<file path="src/rtl/lmrf_pkg.sv">
`default_nettype none
// ----------------------------------------------------------------------------
// Longest monotone run finder package
// Shared compare result type and direction codes.
// ----------------------------------------------------------------------------
package lmrf_pkg;

    typedef struct packed {
        logic lt;
        logic gt;
    } t_cmp;

    localparam logic DIR_ASC  = 1'b0;
    localparam logic DIR_DESC = 1'b1;

endpackage : lmrf_pkg
`default_nettype wire

</file>
<file path="src/rtl/lmrf_cmp.sv">
`default_nettype none
// ----------------------------------------------------------------------------
// Shared signed comparator
// Two's complement magnitude compare used for both run extension and judging.
// ----------------------------------------------------------------------------
module lmrf_cmp #(
    parameter int DATA_WIDTH = 16
) (
    input  logic signed [DATA_WIDTH-1:0] i_a,
    input  logic signed [DATA_WIDTH-1:0] i_b,
    output lmrf_pkg::t_cmp               o_cmp
);
    import lmrf_pkg::*;

    always_comb begin
        o_cmp.lt = (i_a < i_b);
        o_cmp.gt = (i_a > i_b);
    end

endmodule : lmrf_cmp
`default_nettype wire

</file>
<file path="src/rtl/longest_monotone_run_finder.sv">
`default_nettype none
// ----------------------------------------------------------------------------
// Longest monotone run finder
// Stores a sequence of signed values and replays its longest monotone run.
// ----------------------------------------------------------------------------
// Usage:
//   Input: present i_value and i_last_in with start; the item transfers at a
//   clock edge where start is high and busy is low. busy stays high while the
//   item is processed.
//   Each item holds busy high while it is stepped, and also through a
//   judgement when it breaks the current run; a new item cannot transfer
//   while busy is high. One comparator is shared by the run extension check
//   and the best-run judgement, so a break needs the separate judgement.
//   The last item adds a final judgement, then the chosen run is read from
//   the element memory, one entry per cycle: results appear on o_run_value,
//   o_last_out, o_overflow with o_strobe high for one cycle each, read in
//   S_EMIT after the final judgement and registered, one per cycle, best-run length
//   results in total. busy drops in the cycle of the final result.
//   The receiver cannot stall; each strobed result is taken in its cycle.
//   Configuration: i_cfg_data transfers on i_cfg_valid; o_cfg_ready is always
//   high. Write it only while the block is idle.
//   Reset clears the sequence state and sets the direction to ascending; the
//   element memory needs no clearing.
// ----------------------------------------------------------------------------
module longest_monotone_run_finder #(
    parameter int MAX_LEN    = 64,
    parameter int DATA_WIDTH = 16
) (
    input  logic                         i_clk,
    input  logic                         i_rst_n,
    input  logic                         start,
    output logic                         busy,
    input  logic signed [DATA_WIDTH-1:0] i_value,
    input  logic                         i_last_in,
    output logic                         o_strobe,
    output logic signed [DATA_WIDTH-1:0] o_run_value,
    output logic                         o_last_out,
    output logic                         o_overflow,
    input  logic                         i_cfg_valid,
    output logic                         o_cfg_ready,
    input  logic                         i_cfg_data
);
    import lmrf_pkg::*;

    localparam int AW = (MAX_LEN > 1) ? $clog2(MAX_LEN) : 1;
    localparam int CW = $clog2(MAX_LEN + 1);
    localparam logic [CW-1:0] MAX_CNT = CW'(MAX_LEN);
    localparam logic [CW-1:0] ONE_CNT = CW'(1);

    typedef enum logic [3:0] {
        S_IDLE  = 4'b0001,
        S_STEP  = 4'b0010,
        S_JUDGE = 4'b0100,
        S_EMIT  = 4'b1000
    } t_state;

    t_state r_state, n_state;

    logic                         r_direction;
    logic signed [DATA_WIDTH-1:0] r_value;
    logic                         r_last;
    logic [CW-1:0]                r_count, n_count;
    logic [AW-1:0]                r_run_start, n_run_start;
    logic [CW-1:0]                r_run_len, n_run_len;
    logic signed [DATA_WIDTH-1:0] r_run_first, n_run_first;
    logic [AW-1:0]                r_best_start, n_best_start;
    logic [CW-1:0]                r_best_len, n_best_len;
    logic signed [DATA_WIDTH-1:0] r_best_first, n_best_first;
    logic signed [DATA_WIDTH-1:0] r_prev, n_prev;
    logic                         r_ovf_seen, n_ovf_seen;
    logic                         r_break, n_break;
    logic [AW-1:0]                r_new_start, n_new_start;
    logic [AW-1:0]                r_rd_ptr, n_rd_ptr;
    logic [CW-1:0]                r_emit_left, n_emit_left;
    logic                         r_strobe;
    logic                         r_last_out;
    logic                         r_ovf_out;
    logic signed [DATA_WIDTH-1:0] r_rd_data;

    logic signed [DATA_WIDTH-1:0] r_mem [MAX_LEN];

    logic signed [DATA_WIDTH-1:0] cmp_a;
    logic signed [DATA_WIDTH-1:0] cmp_b;
    t_cmp                         cmp_res;
    logic                         continues;
    logic                         better;
    logic                         store_en;

    assign busy        = (r_state != S_IDLE);
    assign o_cfg_ready = 1'b1;
    assign o_strobe    = r_strobe;
    assign o_run_value = r_rd_data;
    assign o_last_out  = r_last_out;
    assign o_overflow  = r_ovf_out;
    assign store_en    = (r_state == S_STEP) && (r_count < MAX_CNT);

    always_comb begin
        if (r_state == S_JUDGE) begin
            cmp_a = r_run_first;
            cmp_b = r_best_first;
        end else begin
            cmp_a = r_prev;
            cmp_b = r_value;
        end
    end

    lmrf_cmp #(
        .DATA_WIDTH(DATA_WIDTH)
    ) u_cmp (
        .i_a  (cmp_a),
        .i_b  (cmp_b),
        .o_cmp(cmp_res)
    );

    assign continues = (r_direction == DIR_DESC) ? !cmp_res.lt : !cmp_res.gt;
    assign better    = (r_run_len != '0) &&
                       ((r_run_len > r_best_len) ||
                        ((r_run_len == r_best_len) &&
                         ((r_direction == DIR_DESC) ? cmp_res.gt : cmp_res.lt)));

    always_comb begin
        n_state      = r_state;
        n_count      = r_count;
        n_run_start  = r_run_start;
        n_run_len    = r_run_len;
        n_run_first  = r_run_first;
        n_best_start = r_best_start;
        n_best_len   = r_best_len;
        n_best_first = r_best_first;
        n_prev       = r_prev;
        n_ovf_seen   = r_ovf_seen;
        n_break      = r_break;
        n_new_start  = r_new_start;
        n_rd_ptr     = r_rd_ptr;
        n_emit_left  = r_emit_left;
        unique case (r_state)
            S_IDLE: begin
                if (start) begin
                    n_state = S_STEP;
                end
            end
            S_STEP: begin
                if (r_count < MAX_CNT) begin
                    n_prev  = r_value;
                    n_count = r_count + ONE_CNT;
                    if (r_count == '0) begin
                        n_run_start = '0;
                        n_run_len   = ONE_CNT;
                        n_run_first = r_value;
                    end else if (continues) begin
                        n_run_len = r_run_len + ONE_CNT;
                    end else begin
                        n_break     = 1'b1;
                        n_new_start = r_count[AW-1:0];
                    end
                end else begin
                    n_ovf_seen = 1'b1;
                end
                n_state = (n_break || r_last) ? S_JUDGE : S_IDLE;
            end
            S_JUDGE: begin
                if (better) begin
                    n_best_start = r_run_start;
                    n_best_len   = r_run_len;
                    n_best_first = r_run_first;
                end
                if (r_break) begin
                    n_break     = 1'b0;
                    n_run_start = r_new_start;
                    n_run_len   = ONE_CNT;
                    n_run_first = r_value;
                    n_state     = r_last ? S_JUDGE : S_IDLE;
                end else begin
                    n_rd_ptr    = n_best_start;
                    n_emit_left = n_best_len;
                    n_state     = S_EMIT;
                end
            end
            S_EMIT: begin
                n_rd_ptr    = r_rd_ptr + AW'(1);
                n_emit_left = r_emit_left - ONE_CNT;
                if (r_emit_left == ONE_CNT) begin
                    n_count      = '0;
                    n_run_start  = '0;
                    n_run_len    = '0;
                    n_run_first  = '0;
                    n_best_start = '0;
                    n_best_len   = '0;
                    n_best_first = '0;
                    n_prev       = '0;
                    n_ovf_seen   = 1'b0;
                    n_state      = S_IDLE;
                end
            end
            default: begin
                n_state = S_IDLE;
            end
        endcase
    end

    always_ff @(posedge i_clk) begin
        if (!i_rst_n) begin
            r_state      <= S_IDLE;
            r_direction  <= DIR_ASC;
            r_count      <= '0;
            r_run_start  <= '0;
            r_run_len    <= '0;
            r_run_first  <= '0;
            r_best_start <= '0;
            r_best_len   <= '0;
            r_best_first <= '0;
            r_prev       <= '0;
            r_ovf_seen   <= 1'b0;
            r_break      <= 1'b0;
            r_new_start  <= '0;
            r_rd_ptr     <= '0;
            r_emit_left  <= '0;
            r_strobe     <= 1'b0;
            r_last_out   <= 1'b0;
            r_ovf_out    <= 1'b0;
        end else begin
            r_state      <= n_state;
            r_count      <= n_count;
            r_run_start  <= n_run_start;
            r_run_len    <= n_run_len;
            r_run_first  <= n_run_first;
            r_best_start <= n_best_start;
            r_best_len   <= n_best_len;
            r_best_first <= n_best_first;
            r_prev       <= n_prev;
            r_ovf_seen   <= n_ovf_seen;
            r_break      <= n_break;
            r_new_start  <= n_new_start;
            r_rd_ptr     <= n_rd_ptr;
            r_emit_left  <= n_emit_left;
            r_strobe     <= (r_state == S_EMIT);
            r_last_out   <= (r_state == S_EMIT) && (r_emit_left == ONE_CNT);
            r_ovf_out    <= r_ovf_seen;
            if (i_cfg_valid && o_cfg_ready) begin
                r_direction <= i_cfg_data;
            end
        end
    end

    // hold the accepted item for the sequencer
    always_ff @(posedge i_clk) begin
        if (start && !busy) begin
            r_value <= i_value;
            r_last  <= i_last_in;
        end
    end

    always_ff @(posedge i_clk) begin
        if (store_en) begin
            r_mem[r_count[AW-1:0]] <= r_value;
        end
        r_rd_data <= r_mem[r_rd_ptr];
    end

`ifndef SYNTHESIS
    a_accept_to_step: assert property (@(posedge i_clk) disable iff (!i_rst_n)
        (start && !busy) |=> (r_state == S_STEP))
        else $error("accepted item did not enter processing");

    a_strobe_from_emit: assert property (@(posedge i_clk) disable iff (!i_rst_n)
        o_strobe |-> $past(r_state == S_EMIT))
        else $error("result strobe without a memory read");

    a_best_within_count: assert property (@(posedge i_clk) disable iff (!i_rst_n)
        (r_best_len <= r_count) && (r_run_len <= r_count))
        else $error("run length exceeds stored item count");

    a_emit_nonempty: assert property (@(posedge i_clk) disable iff (!i_rst_n)
        (r_state == S_EMIT) |-> (r_emit_left != '0))
        else $error("emission with no results left");
`endif

endmodule : longest_monotone_run_finder
`default_nettype wire

</file>
<file path="config.mk">
export PLATFORM = sky130hd
export DESIGN_NAME = longest_monotone_run_finder
export DESIGN_NICKNAME = d
export VERILOG_FILES = /design/src/rtl/lmrf_pkg.sv /design/src/rtl/lmrf_cmp.sv /design/src/rtl/longest_monotone_run_finder.sv
export SDC_FILE = /design/constraint.sdc
export NUM_CORES = 1
export LEC_CHECK = 0
export BUFFER_PORTS_ARGS = -buffer_cell sky130_fd_sc_hd__buf_2
export CELL_PAD_IN_SITES_DETAIL_PLACEMENT = 1
export CELL_PAD_IN_SITES_GLOBAL_PLACEMENT = 1
export CORE_MARGIN = 10
export CORE_UTILIZATION = 50
export DETAILED_ROUTE_END_ITERATION = 8
export HOLD_SLACK_MARGIN = 0.08
export PLACE_DENSITY = 0.88
export SLEW_MARGIN = 10
export SYNTH_ARGS = -nofsm -noshare
export SYNTH_HDL_FRONTEND = slang
export SYNTH_HIERARCHICAL = 1
export SYNTH_SLANG_ARGS = --single-unit
</file>
<file path="constraint.sdc">
create_clock -name i_clk -period 4.8 [get_ports i_clk]
set_input_delay 1.2 -clock i_clk [delete_from_list [all_inputs] [get_ports i_clk]]
set_output_delay 1.2 -clock i_clk [all_outputs]
set_load 0.01 [all_outputs]
</file>
==> impl_results.rst <==
.. list-table::
   :header-rows: 1

   * - Metric
     - Value
   * - Run status
     - complete, no violations
   * - Number of nets with antenna violations after detailed routing
     - 0
   * - Antenna diode count
     - 0
   * - Initial drt markers
     - ~3.8k
   * - Number of enable flip-flop cells after synthesis
     - ~1.0k
   * - Die height
     - ~320 um
   * - Yosys synthesis warning count
     - 6
   * - Worst-path clk slew
     - roughly 0.070 ns
   * - Count of final setup violators
     - 0
   * - Total power divided by cell area
     - between 400 and 500 nW/um^2
   * - Maximum resistive drop on vdd
     - approximately 0.00027 V
   * - Fraction of layout cells with a size suffix above 1
     - between 20 and 25%
   * - Buffers and inverters on the worst path
     - 3
   * - Setup skew after layout
     - a little under 0.04 ns
   * - Number of synthesized register bits
     - roughly 1.2k
   * - Tightest Pin Transition
     - around 1.4 ns
   * - Commonest non-fill, non-tap cells in the layout
     - sky130_fd_sc_hd__edfxtp_1, sky130_fd_sc_hd__mux4_2, sky130_fd_sc_hd__nand2_1
   * - Clock Sink Count
     - ~1.2k
   * - Pin count of the biggest net entering global routing
     - 67
   * - Total Neg Setup Slack
     - 0 ns
   * - Standard cell core area
     - ~90000 sq um
   * - Setup repair after global routing missed its margin
     - false
   * - CTS Buffer Depth
     - 3
   * - Clock insertion delay at the later pin of the skew report
     - just over 0.7 ns
   * - Highest-delay cell along the critical path
     - sky130_fd_sc_hd__dfxtp_1
   * - Worst reg-to-reg setup slack
     - approximately 0.36 ns
   * - Number of nets in the final layout
     - between 2k and 3k
   * - Initial core utilization
     - 50.26%
   * - Worst Slack Setup Final
     - around 0.36 ns
   * - Commonest register cell after synthesis
     - sky130_fd_sc_hd__edfxtp_1
   * - Sequential area share after synthesis
     - approximately three quarters
   * - Final Max Tran Viols
     - 0
   * - Number of inserted filler cells in the final layout
     - approximately 8.1k
   * - Mean number of vias per cell
     - between 6 and 7
   * - Family with the most delay on the worst path
     - simple AND/OR/NAND/NOR gates
   * - MaxCap Viol Count
     - 0
   * - Headroom to the max-slew limit
     - roughly 7.4%
   * - Number of antenna violations at the first check in global routing
     - 8
   * - Via count
     - between 20k and 30k
   * - Most frequent standard cell in the layout excluding fill and tap cells
     - sky130_fd_sc_hd__edfxtp_1
   * - Crit path arrival time
     - 5.03 ns
   * - Number of distinct standard cells referenced by the synthesized netlist
     - between 70 and 80
   * - Worst setup timing slack at the placement stage
     - between 0.2 and 0.25 ns
   * - Area overhead of the layout relative to synthesis
     - 12.57%
   * - Total congestion overflow after global routing
     - 0
   * - Lkg Pwr
     - about 16 nW
   * - Pre-Repair DR Iteration Count
     - 6
   * - Time the worst path needs with I/O delays and setup
     - 4.439 ns
   * - Kind of start point of the critical path
     - register
   * - Cts bufs inserted
     - roughly 110
   * - Type of the most critical hold path
     - reg -> reg
   * - Die ar.
     - between 100000 and 150000 sq um
   * - Mapped cell area
     - around 46000 sq um
   * - Clk Tree Root Cell
     - sky130_fd_sc_hd__clkbuf_16
   * - Per-cell routed wire length
     - 33.96 um
   * - Die span in x
     - approximately 320 um
   * - Overall routing resource usage
     - between 20% and 30%
   * - Number of global-route vias before repair
     - 27.75k
   * - Highest cell delay on the worst timing path
     - 0.56 ns
   * - Endpoint kind of the worst setup timing path
     - register
   * - Cell chain of the critical path
     - nor4b_2, buf_12, nand2_1, nand2_1, inv_1, ha_1, nand4_2, nor4_2, a21boi_1, or4b_4, mux2i_1, mux2i_1, nand4_1, o21ai_2, nor2_4, o22ai_1, buf_4, a32o_1
   * - Std-Cell Rows
     - roughly 110
   * - Worst Setup Path Type
     - reg -> reg
   * - Synth async-reset ratio
     - 0%
   * - Fmax achieved
     - 225.3 MHz
   * - Max H-tree Level
     - 3
   * - Clock tree from TritonCTS
     - yes
   * - Period Utilization, post-route
     - between 90 and 100%
   * - Wire length of the first global-routing pass
     - 197300 um
   * - Postcts setup bufs
     - 0
   * - Post-Syn Nets
     - 2610
   * - Final hold violation count
     - 0
   * - Buffers on Ports
     - 41
   * - Syn_area_per_cell
     - 17.96 sq um
   * - Worst path required time
     - 5.39 ns
   * - Top-level port count
     - 43
   * - Sum of net half-perimeters after detailed placement
     - between 70000 and 80000 um
   * - Post-Synthesis Cells
     - 2558
   * - Final routed wirelength across all metal layers
     - between 100000 and 150000 um
   * - Max Fanout on Critical Path
     - 40
   * - Number of remaining DRC errors
     - 0
   * - RD Place Congestion
     - 0.8129
[worst paths after layout]
path	startpoint	end	depth (start not counted)
hold reg to reg	r_best_first[5]	r_best_first[5]	2
setup reg to reg	r_state[2]	r_best_len[3]	18
hold / removal	r_best_first[5]	r_best_first[5]	2
setup / recovery	r_state[2]	r_best_len[3]	18
[worst register-to-register path: stages, from the launching register on]
cell                       delay (ns)
sky130_fd_sc_hd__dfxtp_1         0.56
sky130_fd_sc_hd__nor4b_2         0.37
sky130_fd_sc_hd__buf_12          0.26
sky130_fd_sc_hd__nand2_1         0.09
sky130_fd_sc_hd__nand2_1         0.06
sky130_fd_sc_hd__inv_1           0.04
sky130_fd_sc_hd__ha_1            0.36
sky130_fd_sc_hd__nand4_2         0.18
sky130_fd_sc_hd__nor4_2          0.35
sky130_fd_sc_hd__a21boi_1        0.25
sky130_fd_sc_hd__or4b_4          0.18
sky130_fd_sc_hd__mux2i_1         0.28
sky130_fd_sc_hd__mux2i_1         0.14
sky130_fd_sc_hd__nand4_1         0.12
sky130_fd_sc_hd__o21ai_2         0.14
sky130_fd_sc_hd__nor2_4          0.30
sky130_fd_sc_hd__o22ai_1         0.16
sky130_fd_sc_hd__buf_4           0.22
sky130_fd_sc_hd__a32o_1          0.28
[report_power, final]
group          switching (mW)  total [mW]  internal, mW
combinational           0.362       0.435        0.0731
clock                    3.95        9.09          5.15
sequential             0.0252        11.2          11.1
[metrics by stage]
| stage | utilization [%] | instance area, sq um | total power [mW] | hold WS, ns | cells |
|---|---|---|---|---|---|
| detailed placement | 52.49 | 47970 | 11.81 | 0.4513 | 3765 |
| global route | 56.58 | 51710 | 21.20 | 0.4895 | 3977 |
| finish | 56.58 | 51710 | 20.70 | 0.4651 | 3977 |
| CTS | 56.57 | 51700 | 20.75 | 0.4624 | 3977 |
| global placement | 52.49 | 47970 | 11.76 | 0.4386 | 3765 |
| floorplan | - | 45930 | 11.59 | 0.4285 | 2558 |
[per-layer routing]
| metal | track usage (%) | vias to the layer above | part of all wire [%] |
|---|---|---|---|
| li1 | - | 10536 | - |
| met1 | 33.00 | 13902 | 36 |
| met2 | 42.50 | 1771 | 49 |
| met3 | 5.679 | 362 | 10 |
| met4 | 11.29 | 6 | 4.6 |
| met5 | 0 | - | 0.029 |
[timing repair]
action / in CTS / in global routing
gates resized for setup: 0 / 2
hold buffers: 0 / 0
endpoints found under the setup margin: 0 / 15
[cell families (layout without fill, tap and decap cells)]
family                   count (synthesis)  count (layout)  synth area share, %
flip-flops                            1167            1167                73.55
XOR/XNOR                                 9               9               0.1716
multiplexers                           367             367                13.53
AND/OR/NAND/NOR                        454             454                4.721
adder cells (fa/ha/maj)                 30              30               0.8172
other                                    1               1             0.008164
buffers and inverters                  186             419                1.918
AO/OA/AOI/OAI                          344             344                5.287
[synthesized netlist by cell type, types with 5 or more instances]
master                      instances  area [sq um]
sky130_fd_sc_hd__nor2_1           105         394.1
sky130_fd_sc_hd__a22o_1            21         183.9
sky130_fd_sc_hd__a211oi_1          48         360.4
sky130_fd_sc_hd__a2111oi_0          8         70.07
sky130_fd_sc_hd__buf_2             44         220.2
sky130_fd_sc_hd__xor2_1             6         52.55
sky130_fd_sc_hd__mux2i_1          162          1622
sky130_fd_sc_hd__a21boi_0          16         120.1
sky130_fd_sc_hd__a32o_1            15         150.1
sky130_fd_sc_hd__a21boi_1           8         60.06
sky130_fd_sc_hd__o21a_1             6         45.04
sky130_fd_sc_hd__inv_1             31         116.4
sky130_fd_sc_hd__o21ai_0           32         160.2
sky130_fd_sc_hd__nor2b_1           37         231.5
sky130_fd_sc_hd__clkbuf_1          70         262.8
sky130_fd_sc_hd__buf_4             20         150.1
sky130_fd_sc_hd__o22ai_1           45         281.5
sky130_fd_sc_hd__o21ai_1           12         60.06
sky130_fd_sc_hd__nor3_1            13         65.06
sky130_fd_sc_hd__ha_1              30         375.4
sky130_fd_sc_hd__nand3_1           48         240.2
sky130_fd_sc_hd__edfxtp_1        1041         31260
sky130_fd_sc_hd__buf_1             14         52.55
sky130_fd_sc_hd__and3_1            12         75.07
sky130_fd_sc_hd__a21oi_1           43         215.2
sky130_fd_sc_hd__and2_1             5         31.28
sky130_fd_sc_hd__nand2b_1           7         43.79
sky130_fd_sc_hd__nand2_1          175         656.9
sky130_fd_sc_hd__dfxtp_1          126          2522
sky130_fd_sc_hd__nand4_1           11         68.82
sky130_fd_sc_hd__o41ai_1            5         43.79
sky130_fd_sc_hd__a22oi_1           45         337.8
sky130_fd_sc_hd__buf_6              7         78.83
sky130_fd_sc_hd__a31oi_1            6         37.54
sky130_fd_sc_hd__mux4_2           203          4572
sky130_fd_sc_hd__o221ai_1          14         122.6
[state kept, by name, summed over array words and instances (netlist names), 7 cells and up]
register and count:
r_mem 1024, r_run_len 7, r_count 7, r_run_first 16, r_value 16, o_run_value 16
r_best_first 16, r_best_len 7, r_prev 16, r_emit_left 7
[area by class of cell]
class | instances | area (sq um) | area share, %
Multi-Input combinational cell | 1205 | 11300 | 21.84
Clock inverter | 69 | 729.5 | 1.411
Timing Repair Buffer | 176 | 1285 | 2.485
Inverter | 31 | 116.4 | 0.2250
Tap cell | 1186 | 1484 | 2.870
Clock buffer | 143 | 3004 | 5.810
Sequential cell | 1167 | 33790 | 65.36
Power figures use the tool's default switching activity.
